==> src/sv/htc_pkg.sv <==
package htc_pkg;

    localparam int COORD_W            = 32;
    localparam int DIST_W             = 34;
    localparam int BARY_W             = 17;
    localparam int NUM_PLANES         = 6;
    localparam int MAX_POLY_VERTS     = 9;
    localparam int DEF_WEIGHT_FRAC    = 16;
    localparam int MEM_DEPTH          = 2 * MAX_POLY_VERTS;
    localparam int MEM_AW             = $clog2(MEM_DEPTH);
    localparam int CNT_W              = $clog2(MAX_POLY_VERTS + 1);

    localparam logic [2:0] PL_LEFT  = 3'd0;
    localparam logic [2:0] PL_RIGHT = 3'd1;
    localparam logic [2:0] PL_DOWN  = 3'd2;
    localparam logic [2:0] PL_UP    = 3'd3;
    localparam logic [2:0] PL_NEAR  = 3'd4;
    localparam logic [2:0] PL_FAR   = 3'd5;

    localparam logic [1:0] CORNER_FIRST = 2'd0;
    localparam logic [1:0] CORNER_MID   = 2'd1;
    localparam logic [1:0] CORNER_LAST  = 2'd2;

    typedef logic [3:0][COORD_W-1:0] vert_t;

    typedef struct packed {
        logic [2:0][3:0][COORD_W-1:0] v;
        logic [NUM_PLANES-1:0]        orm;
        logic [NUM_PLANES-1:0]        andm;
    } tri_req_t;

    function automatic logic signed [DIST_W-1:0] plane_dist(input logic [2:0] p,
                                                            input vert_t c);
        logic signed [DIST_W-1:0] x, y, z, w;
        logic signed [DIST_W-1:0] d;
        x = $signed({{(DIST_W-COORD_W){c[0][COORD_W-1]}}, c[0]});
        y = $signed({{(DIST_W-COORD_W){c[1][COORD_W-1]}}, c[1]});
        z = $signed({{(DIST_W-COORD_W){c[2][COORD_W-1]}}, c[2]});
        w = $signed({{(DIST_W-COORD_W){c[3][COORD_W-1]}}, c[3]});
        case (p)
            PL_LEFT:  d = x + w;
            PL_RIGHT: d = w - x;
            PL_DOWN:  d = y + w;
            PL_UP:    d = w - y;
            PL_NEAR:  d = w - z;
            PL_FAR:   d = z + w;
            default:  d = z + w;
        endcase
        return d;
    endfunction

endpackage

==> src/sv/htc_front.sv <==
module htc_front (
    input  logic                aclk,
    input  logic                aresetn,
    input  logic                in_valid,
    output logic                in_ready,
    input  htc_pkg::tri_req_t   in_tri,
    output logic                req_valid,
    output htc_pkg::tri_req_t   req,
    input  logic                req_pop
);
    import htc_pkg::*;

    tri_req_t              q_reg [2];
    logic                  wptr_reg, rptr_reg;
    logic [1:0]            cnt_reg;
    logic [NUM_PLANES-1:0] codes [3];
    tri_req_t              entry;
    logic                  push;

    // outcode per vertex, distance below zero sets the bit
    always_comb begin
        for (int v = 0; v < 3; v++) begin
            for (int p = 0; p < NUM_PLANES; p++) begin
                codes[v][p] = plane_dist(3'(p), in_tri.v[v]) < 0;
            end
        end
        entry      = in_tri;
        entry.orm  = codes[0] | codes[1] | codes[2];
        entry.andm = codes[0] & codes[1] & codes[2];
    end

    assign in_ready  = cnt_reg != 2'd2;
    assign push      = in_valid && in_ready;
    assign req_valid = cnt_reg != 2'd0;
    assign req       = q_reg[rptr_reg];

    always_ff @(posedge aclk) begin
        if (push) begin
            q_reg[wptr_reg] <= entry;
        end
        if (!aresetn) begin
            wptr_reg <= 1'b0;
            rptr_reg <= 1'b0;
            cnt_reg  <= 2'd0;
        end else begin
            if (push) begin
                wptr_reg <= !wptr_reg;
            end
            if (req_pop) begin
                rptr_reg <= !rptr_reg;
            end
            cnt_reg <= cnt_reg + 2'(push) - 2'(req_pop);
        end
    end

endmodule

==> config.mk <==
export PLATFORM = sky130hd
export DESIGN_NAME = htc_front
export DESIGN_NICKNAME = d
export VERILOG_FILES = /design/src/sv/htc_pkg.sv /design/src/sv/htc_front.sv
export SDC_FILE = /design/constraint.sdc
export NUM_CORES = 1
export LEC_CHECK = 0
export ABC_CLOCK_PERIOD_IN_PS = 22900
export BUFFER_PORTS_ARGS = -buffer_cell sky130_fd_sc_hd__buf_2
export CELL_PAD_IN_SITES_DETAIL_PLACEMENT = 1
export CELL_PAD_IN_SITES_GLOBAL_PLACEMENT = 1
export CORE_ASPECT_RATIO = 0.6
export CORE_MARGIN = 2
export CORE_UTILIZATION = 46
export DETAILED_ROUTE_END_ITERATION = 6
export PLACE_DENSITY = 0.87
export SETUP_SLACK_MARGIN = 0.15
export SYNTH_ARGS = -nofsm -noshare
export SYNTH_HDL_FRONTEND = slang
export SYNTH_SLANG_ARGS = --single-unit
==> constraint.sdc <==
create_clock -name aclk -period 22.9 [get_ports aclk]
set_input_delay 2.29 -clock aclk [delete_from_list [all_inputs] [get_ports aclk]]
set_output_delay 2.29 -clock aclk [all_outputs]
set_load 0.05 [all_outputs]
### Word level (Yosys, flattened, before mapping)

Memories as Yosys holds them, arrays and structs flattened. A register that Yosys moved wholly into a read port is not among the register bits.
Cells that the tools add are included.

* flip-flop bits (word level): 4
* input port bits: 400
* output and inout bits: 398
* bits in writable memories: 792
* logic and storage cells: 55
* memories kept: 1

Memories
* q_reg: depth 2, width 396, read ports 1, clocked after Yosys merged registers in 1, wr ports 1, line htc_front.sv:13 `tri_req_t q_reg [2];`

* reductions and logical operators: 4
* bitwise gates (word level): 4
* mux-type cells: 4
* $lt $le $gt $ge: 18
* add/sub/neg operators: 20
* equal/unequal tests: 1

Operator list (number)
* $lt A33 B1 Y1 const B: 18
* $add A32 B32 Y33: 9
* $sub A32 B32 Y33: 9
* $and A6 B6 Y6: 2
* $or A6 B6 Y6: 2
* $mux W1: 4
* $add A2 B1 Y2: 1
* $logic_not A1 Y1: 2
* $ne A2 B2 Y1 const B: 1
* $reduce_bool A2 Y1: 1
* $sub A2 B1 Y2: 1
* $logic_and A1 B1 Y1: 1

### Depth between registers and ports, before layout

Gate-level depths: netlist of run 1.

* depth after elaboration: 4
* gate-level depth with buffers: 10
* gate-level depth less buffers: 10

### Worst setup path before layout of run 1

No wires, ideal clock.

* path kind: in2reg
* start point: in in_valid
* end point: reg wptr_reg
* cell stages on the path: 3
* setup slack: 2811 ps
* data arrival time: 19953 ps
* cell sequence: nand2_1 > nor2_1 > o21a_1

* word-level cells in the longest chain between the ends: 1

Ends and longest elaborated chain
* from (decl): line htc_front.sv:4 `input logic in_valid,`
* $logic_and A1 B1 Y1: line htc_front.sv:33 `assign push = in_valid && in_ready;`
* to (signal assigned): line htc_front.sv:47 `wptr_reg <= !wptr_reg;`
* to (decl): line htc_front.sv:14 `logic wptr_reg, rptr_reg;`

Every way passes these cells.
A chain may end at the register's enable or synchronous reset.

==> impl_metrics.ini, run 1 <==
[logic_synthesis]
ys_warn_count = 0
synth_cell_types = 62
synthTopCellsByCount = edfxtp_1 (792), ha_1 (560), mux2_2 (398)
synthArstFlopShare_pct = 0
synth_nets = 3983
synth_cells = 3023
seq_area_frac_synth_pct = 57.1
ys.flop_type = edfxtp_1
synth_edf_count = 792
avgSynthCellArea_um2 = 13.8
synth_area_um2 = 41800
ys_seq_elements = 797
yosysTopAreaCellShare_pct = 56.9
synthTopCellsByArea = edfxtp_1 (57%), ha_1 (17%), mux2_2 (11%)
yosysMostFrequentCell = edfxtp_1
synth_top_area_cell = edfxtp_1

[critical_path]
timing.critical_path.to_type = primary output
r2r_slack_ns = 18.72
worst_ep_arrival_time_ns = 4.25
ff2ff_path_depth = 5
critical_path_class = flop to primary output
worstPathMaxFanout = 75
worstReg2RegStart = cnt_reg[0]$_SDFF_PN0_
start_kind = flop
critPathRequiredTime_ns = 20.61
r2r_end = q_reg[1][140]$_DFFE_PP_

[floorplanning]
core.rowCount = 85
die_y_um = 238
die_area_um2 = 93400
coreArea_um2 = 89900
chipWidth_um = 393
start_util_pct = 46.5
io_pins = 798

[min_path]
worstHoldPathCells = 2
hold_start = rptr_reg$_SDFFE_PN0P_
min_path_type = flop to flop

[timing]
rsz0062_at_grt = false
finalSetupViolations = 0
finalSetupTns_ns = 0
fin_skew_ns = 0.0343
period_needed_ns = 6.54
fin_crit_sh_pct = 28.5
drv_slew = 0
fmax_mhz = 153
max_slew.worst_pin.slew_ns = 1.26
hold_viol = 0
relSlewSlack_pct = 15.2

[placement]
finalWeightedCongestion = 0.919
dp_hpwl_mm = 106
portBuffers = 785

[clock_network]
cts_resized = 0
tritoncts = yes
cts_setup_buffers = 0
cts_made_buffers = 78
clk_pin_slew_ns = 0.06
cts_root_buffer = clkbuf_16
clk_path_buf_depth = 3
clk_latency_ns = 0.66
hold_buffers = 0
cts-htree-levels = 3
clkSinkCount = 797

[route]
wl_per_cell_um = 27.4
remaining_drc_errors = 0
postRouteAntennaNets = 0
drt_iter0_drc = 2437
vias = 29300
avgViaCountPerCell = 5.65
drtPass1Iterations = 5
wl_mm = 142

[finish]
drive_above_1_share_pct = 33.8
largest_reg_flops = 792
synthToLayoutAreaGrowth_pct = 19.0
final_nets = 4820

[global_route]
grt_pass1_vias = 31100
antenna_found_initial = 53
grt_pass1_wl_mm = 205
grt_overflow = 0
track_usage_pct = 29.4
grt_max_degree = 136

[flow_run]
drv_cap = 0

[power]
powerDensity_nw_per_um2 = 89.2
power_mw = 4.44
peakVddDrop_mv = 0.0789
leakagePower_nw = 21.1

[status]
status = finished, final reports clean
-- worst max-delay path, stage by stage (launching register included) --
cell,delay [ns]
dfxtp_4,1.08
buf_4,0.92
buf_4,0.77
mux2_2,0.43
buf_2,0.23
-- worst max-delay path by stage --
stage	startpoint	end	slack, ns	cells after the start
floorplan	in_valid	wptr_reg$_SDFFE_PN0P_	2.81	3
global placement	in_valid	q_reg[1][239]$_DFFE_PP_	16.94	5
detailed placement	in_valid	q_reg[1][239]$_DFFE_PP_	16.84	5
CTS	flop	req[147]	16.34	4
global route	flop	req[147]	16.14	4
finish	flop	req[172]	16.36	4
-- layout by cell type, fill, tap and decap left out, types with 48 or more instances in the layout --
cell,n
inv_1,372
o21ai_0,60
nand2_1,56
a21oi_1,188
mux2_2,398
buf_2,785
nor2_1,110
edfxtp_1,792
ha_1,560
clkbuf_16,79
nor4_1,48
-- power by group --
group	total [mW]	switching (mW)	internal (mW)
sequential	1.89	0.0567	1.84
combinational	1.28	0.958	0.322
clock	1.27	0.585	0.682
-- per-layer routing --
layer	wire [um]	vias up	global-route usage (%)
met5	49	-	0
met4	7150	8	14.1
met3	10600	338	6.54
met2	67900	1254	48.2
met1	56300	14800	37.1
li1	-	12900	-
-- logic make-up (layout without fill, tap and decap cells) --
family | Yosys count | count (layout) | synth area share (%)
other | 0 | 43 | 0
AO/OA/AOI/OAI | 442 | 442 | 6.58
adder cells (fa/ha/maj) | 560 | 560 | 16.8
multiplexers | 401 | 401 | 10.8
flip-flops | 797 | 797 | 57.1
buffers and inverters | 416 | 1312 | 3.73
XOR/XNOR | 3 | 3 | 0.0628
AND/OR/NAND/NOR | 404 | 404 | 4.99
-- layout make-up --
class                   instances  area, um^2
well taps                    1218        1520
fillers                      9202       40100
diodes                         43         108
flip-flops and latches        797       23900
repair buffers                801        4060
clock buffers                  91        2020
inverters                     372        1400
clock inverters                48         387
multi-input cells            1810       16400
-- per-stage QoR --
step / cells / setup slack [ns] / cell area (um^2) / hold slack (ns) / util (%)
2_1_floorplan: 3023 / 2.81 / 41800 / 0.542 / -
3_3_place_gp: 4998 / 16.94 / 47300 / 0.552 / 52.6
3_5_place_dp: 4998 / 16.84 / 47300 / 0.586 / 52.6
4_1_cts: 5137 / 16.34 / 49700 / 0.597 / 55.3
5_1_grt: 5179 / 16.14 / 49800 / 0.629 / 55.4
6_report: 5180 / 16.36 / 49800 / 0.595 / 55.4
(Power assumes the default switching activity.)
==> inputs of run 2 (changes only) <==
--- a/config.mk
+++ b/config.mk
@@ -5,13 +5,14 @@
 export SDC_FILE = /design/constraint.sdc
 export NUM_CORES = 1
 export LEC_CHECK = 0
-export ABC_CLOCK_PERIOD_IN_PS = 22900
+export ABC_AREA = 1
+export ABC_CLOCK_PERIOD_IN_PS = 6470
 export BUFFER_PORTS_ARGS = -buffer_cell sky130_fd_sc_hd__buf_2
 export CELL_PAD_IN_SITES_DETAIL_PLACEMENT = 1
 export CELL_PAD_IN_SITES_GLOBAL_PLACEMENT = 1
 export CORE_ASPECT_RATIO = 0.6
 export CORE_MARGIN = 2
-export CORE_UTILIZATION = 46
+export CORE_UTILIZATION = 45
 export DETAILED_ROUTE_END_ITERATION = 6
 export PLACE_DENSITY = 0.87
 export SETUP_SLACK_MARGIN = 0.15
==> constraint.sdc (replaced) <==
create_clock -name aclk -period 6.47 [get_ports aclk]
set_input_delay 0.647 -clock aclk [delete_from_list [all_inputs] [get_ports aclk]]
set_output_delay 0.647 -clock aclk [all_outputs]
set_load 0.05 [all_outputs]
==> impl_metrics.ini, run 2 <==
[timing]
fin_crit_sh_pct = 57.9
fmax_mhz = 267
hold_viol = 0
fin_skew_ns = 0.0284
drv_slew = 0
rsz0062_at_grt = false
finalSetupTns_ns = 0
relSlewSlack_pct = 29.1
max_slew.worst_pin.slew_ns = 1.06
period_needed_ns = 3.75
finalSetupViolations = 0

[finish]
final_util_pct = 54.4
final_cell_mix = edfxtp_1 (792), buf_2 (785), ha_1 (560)
synthToLayoutAreaGrowth_pct = 19.3
design_area_um2 = 51400
final_nets = 5315
largest_reg_flops = 792
drive_above_1_share_pct = 30.7
final_common_cell = edfxtp_1

[critical_path]
worstPathMaxFanout = 127
crit_family = flip-flops
crit_chain = buf_12, mux2_2, buf_2
timing.critical_path.to_type = primary output
cpMaxStageDelayCell = dfxtp_4
critPathRequiredTime_ns = 5.82
start_kind = flop
worst_ep_arrival_time_ns = 3.10
critical_path_class = flop to primary output
cpPeakStageDelay_ns = 0.92
cp_num_buf_inv = 2

[power]
leakagePower_nw = 22.7
p_seq_share_pct = 42.7
clockPowerShare_pct = 32.3
comb_power_share_pct = 25.0
p_sw_mw = 5.08
p_int_mw = 9.92
p_sw_share_pct = 33.8
peakVddDrop_mv = 0.220
powerDensity_nw_per_um2 = 292

[route]
wl_per_cell_um = 25.7
wl_mm = 147
avgViaCountPerCell = 5.46
drt_iter0_drc = 2212
remaining_drc_errors = 0
drtPass1Iterations = 5
postRouteAntennaNets = 0
vias = 31200

[global_route]
antenna_found_initial = 60
grt_pass1_vias = 33200
grt_overflow = 0
grt_max_degree = 144
track_usage_pct = 29.0
grt_pass1_wl_mm = 212

[clock_network]
hold_buffers = 0
cts_resized = 0
cts-htree-levels = 3
clk_pin_slew_ns = 0.06
clkSinkCount = 797
cts_setup_buffers = 0
clk_latency_ns = 0.69
cts_root_buffer = clkbuf_16
cts_made_buffers = 80
clk_path_buf_depth = 3
tritoncts = yes

[logic_synthesis]
synth_cell_types = 41
yosysTopAreaCellShare_pct = 55.2
avgSynthCellArea_um2 = 12.2
ys.flop_type = edfxtp_1
seq_area_frac_synth_pct = 55.5
synth_cells = 3516
synth_nets = 4476
synthAdderAreaFrac_pct = 16.3
yosysMostFrequentCell = edfxtp_1
synth_area_um2 = 43100
synthMuxAreaShare_pct = 10.4
synth_top_area_cell = edfxtp_1
synthArstFlopShare_pct = 0
synthTopCellsByArea = edfxtp_1 (55%), ha_1 (16%), mux2_2 (10%)
ys_seq_elements = 797
synth_edf_count = 792
synthTopCellsByCount = edfxtp_1 (792), ha_1 (560), inv_1 (520)
synth-compound-area-share_pct = 4.43
synthXorXnorAreaFrac_pct = 0.0203
synthSimpleGateAreaFrac_pct = 8.25
ys_warn_count = 0
synth_top_family_by_area = adder cells

[placement]
dp_hpwl_mm = 110
dpl_cell_area_um2 = 48600
portBuffers = 785
finalWeightedCongestion = 0.888

[flow_run]
drv_cap = 0

[floorplanning]
coreArea_um2 = 94400
chipWidth_um = 403
io_pins = 798
start_util_pct = 45.6
die_area_um2 = 98300
die_y_um = 244
core.rowCount = 87

[min_path]
min_path_type = input port to flop

[status]
status = finished, final reports clean
-- run 2: final timing paths --
| path | startpoint | endpoint | slack, ns | depth (start not counted) |
|---|---|---|---|---|
| min | in_tri[101] | q_reg[1][101]$_DFFE_PP_ | 0.19 | 1 |
| min reg2reg | rptr_reg$_SDFFE_PN0P_ | flop | 0.51 | 2 |
| max | flop | req[196] | 2.72 | 3 |
| max reg2reg | cnt_reg[0]$_SDFF_PN0_ | q_reg[0][359]$_DFFE_PP_ | 3.91 | 6 |
-- run 2: metrics by stage --
stage | total power [mW] | worst slack, ns | std cells | hold WS (ns)
2_1_floorplan | 9.00 | -0.526 | 3516 | 0.463
3_3_place_gp | 10.0 | 3.50 | 5519 | 0.478
3_5_place_dp | 10.2 | 3.37 | 5519 | 0.501
4_1_cts | 15.0 | 2.73 | 5666 | 0.148
5_1_grt | 15.5 | 2.63 | 5716 | 0.162
6_report | 15.0 | 2.72 | 5717 | 0.191
-- run 2: area by class of cell --
class,instances,area [um^2]
Clock buffer,96,2080
Timing Repair Buffer,805,4190
Sequential cell,797,23900
Antenna cell,51,128
Multi-Input combinational cell,2140,17000
Tap cell,1246,1560
Inverter,531,1990
Fill cell,10100,43000
Clock inverter,51,553
-- run 2: cell families after synthesis --
| logic type | count (synthesis) |
|---|---|
| AND/OR/NAND/NOR | 827 |
| flip-flops | 797 |
| buffers and inverters | 579 |
| adder cells (fa/ha/maj) | 560 |
| multiplexers | 396 |
| AO/OA/AOI/OAI | 356 |
| XOR/XNOR | 1 |
-- run 2: power groups by stage --
| stage | clock network, mW | registers (mW) | logic (mW) |
|---|---|---|---|
| final | 4.84 | 6.41 | 3.75 |
| after global routing | 5.08 | 6.44 | 3.95 |
| after CTS | 4.90 | 6.41 | 3.74 |
| after detailed placement | 0 | 6.51 | 3.69 |
| after global placement | 0 | 6.45 | 3.56 |
| after floorplan | 0 | 6.54 | 2.46 |
-- run 2: layer usage --
metal	vias to the layer above	part of all wire (%)	global-route usage (%)
li1	14000	-	-
met1	15600	40	36.1
met2	1178	47	47.2
met3	435	6.0	5.90
met5	-	0.073	0
met4	16	6.2	16.9
==> inputs of run 3 (changes only) <==
--- a/config.mk
+++ b/config.mk
@@ -6,15 +6,15 @@
 export NUM_CORES = 1
 export LEC_CHECK = 0
 export ABC_AREA = 1
-export ABC_CLOCK_PERIOD_IN_PS = 6470
+export ABC_CLOCK_PERIOD_IN_PS = 3300
 export BUFFER_PORTS_ARGS = -buffer_cell sky130_fd_sc_hd__buf_2
 export CELL_PAD_IN_SITES_DETAIL_PLACEMENT = 1
 export CELL_PAD_IN_SITES_GLOBAL_PLACEMENT = 1
 export CORE_ASPECT_RATIO = 0.6
 export CORE_MARGIN = 2
-export CORE_UTILIZATION = 45
+export CORE_UTILIZATION = 41
 export DETAILED_ROUTE_END_ITERATION = 6
-export PLACE_DENSITY = 0.87
+export PLACE_DENSITY = 0.83
 export SETUP_SLACK_MARGIN = 0.15
 export SYNTH_ARGS = -nofsm -noshare
 export SYNTH_HDL_FRONTEND = slang
==> constraint.sdc (replaced) <==
create_clock -name aclk -period 3.3 [get_ports aclk]
set_input_delay 0.33 -clock aclk [delete_from_list [all_inputs] [get_ports aclk]]
set_output_delay 0.33 -clock aclk [all_outputs]
set_load 0.05 [all_outputs]
==> impl_metrics.ini, run 3 (synthesis gave the netlist of run 2 again) <==
[floorplanning]
core.rowCount = 92
chipWidth_um = 422
die_y_um = 255
coreArea_um2 = 105000
start_util_pct = 41.2
die_area_um2 = 108000
io_pins = 798

[route]
drtPass1Iterations = 6
vias = 33500
wl_per_cell_um = 26.9
postRouteAntennaNets = 0
drt_iter0_drc = 2382
remaining_drc_errors = 0
wl_mm = 167
avgViaCountPerCell = 5.39

[finish]
drive_above_1_share_pct = 28.8
final_nets = 5694
final_util_pct = 53.0
largest_reg_flops = 792
fin_cells = 6221
fillers = 11200
final_common_cell = edfxtp_1
design_area_um2 = 55400
synthToLayoutAreaGrowth_pct = 28.6
final_cell_mix = edfxtp_1 (792), buf_2 (785), ha_1 (560)

[timing]
fin_hold_ws_ns = 0.0324
relSlewSlack_pct = 35.8
finalSetupTns_ns = 0
max_slew.worst_pin.slew_ns = 0.964
drv_slew = 0
setup_slack_ns = 0.404
finalSetupViolations = 0
period_needed_ns = 2.90
hold_viol = 0
fin_skew_ns = 0.0230
fin_crit_sh_pct = 87.8
fmax_mhz = 345
rsz0062_at_grt = false

[global_route]
track_usage_pct = 30.0
grt_pass1_wl_mm = 240
grt_overflow = 0
grt_pass1_vias = 36500
grt_max_degree = 96
antenna_found_initial = 14

[placement]
finalWeightedCongestion = 0.896
dp_slack_ns = 0.558
dp_hpwl_mm = 113
dpl_cell_area_um2 = 49100
portBuffers = 785
dp.cells = 5711

[critical_path]
worst_ep_arrival_time_ns = 3.40
critPathRequiredTime_ns = 3.80
worstPathMaxFanout = 8
cp_num_buf_inv = 2
critical_path_class = input port to flop
crit_chain = dlygate4sd3_1, buf_2, ha_1, nor2_1, nor3b_1, nand2_1, nand2_1, nand2_1, nand2_1, nand2_1, nand2_1, nand2_1, nand2_1, nand2_1, nor2_1
start_kind = input port
crit_top_cell = nand2_1
cpMaxStageDelayCell = dlygate4sd3_1
timing.critical_path.to_type = flop
cpPeakStageDelay_ns = 0.54
crit_family = simple AND/OR/NAND/NOR gates

[flow_run]
drv_cap = 0

[power]
leakagePower_nw = 24.3
power_mw = 30.5
powerDensity_nw_per_um2 = 550
peakVddDrop_mv = 0.490

[clock_network]
clkSinkCount = 797
cts_made_buffers = 81
clk_latency_ns = 0.69
clk_path_buf_depth = 3
clk_pin_slew_ns = 0.07
cts_root_buffer = clkbuf_16
tritoncts = yes
cts-htree-levels = 3

[status]
status = finished, final reports clean

[min_path]
min_path_type = input port to flop
-- run 3: changes by cell type in the layout (fill, tap and decap cells not counted), sizes merged, moves of 4 or more --
cell         before  now
dlygate4sd3       0  350
diode            51   15
buf             805  833
inv             538  534
-- run 3: repair_timing --
| item | in CTS | in global routing |
|---|---|---|
| buffers inserted | 0 | 0 |
| endpoints found under the hold margin | 695 | 0 |
| hold buffers | 350 | 0 |
| gates resized for setup | 0 | 0 |
-- run 3: final cells by class --
class                           instances  area [um^2]  share of cell area (%)
Inverter                              531         1990                    3.60
Clock inverter                         48          523                   0.945
Antenna cell                           15         37.5                  0.0678
Timing Repair Buffer                 1183         8020                    14.5
Multi-Input combinational cell       2140        17000                    30.7
Sequential cell                       797        23900                    43.2
Clock buffer                           97         2150                    3.89
Tap cell                             1410         1760                    3.19
-- run 3: worst paths after layout --
check	from	endpoint	slack (ns)	cells past startpoint
setup / recovery	in_tri[243]	q_reg[1][5]$_DFFE_PP_	0.40	15
hold / removal	in_tri[374]	q_reg[0][374]$_DFFE_PP_	0.03	1
setup reg to reg	cnt_reg[0]$_SDFF_PN0_	q_reg[1][219]$_DFFE_PP_	1.24	6
hold reg to reg	rptr_reg$_SDFFE_PN0P_	rptr_reg$_SDFFE_PN0P_	0.57	2
-- run 3: where the power goes --
group / switching, mW / leakage (nW) / internal (mW)
logic: 5.74 / 15.6 / 2.23
registers: 0.317 / 7.41 / 12.3
clock network: 4.44 / 1.30 / 5.46
-- run 3: layer usage --
metal	share of wire (%)	global-route usage (%)	vias up
li1	-	-	14700
met1	39	35.7	16700
met2	48	50.5	1499
met3	5.8	5.60	616
met4	7.1	19.1	0
met5	0	0	-
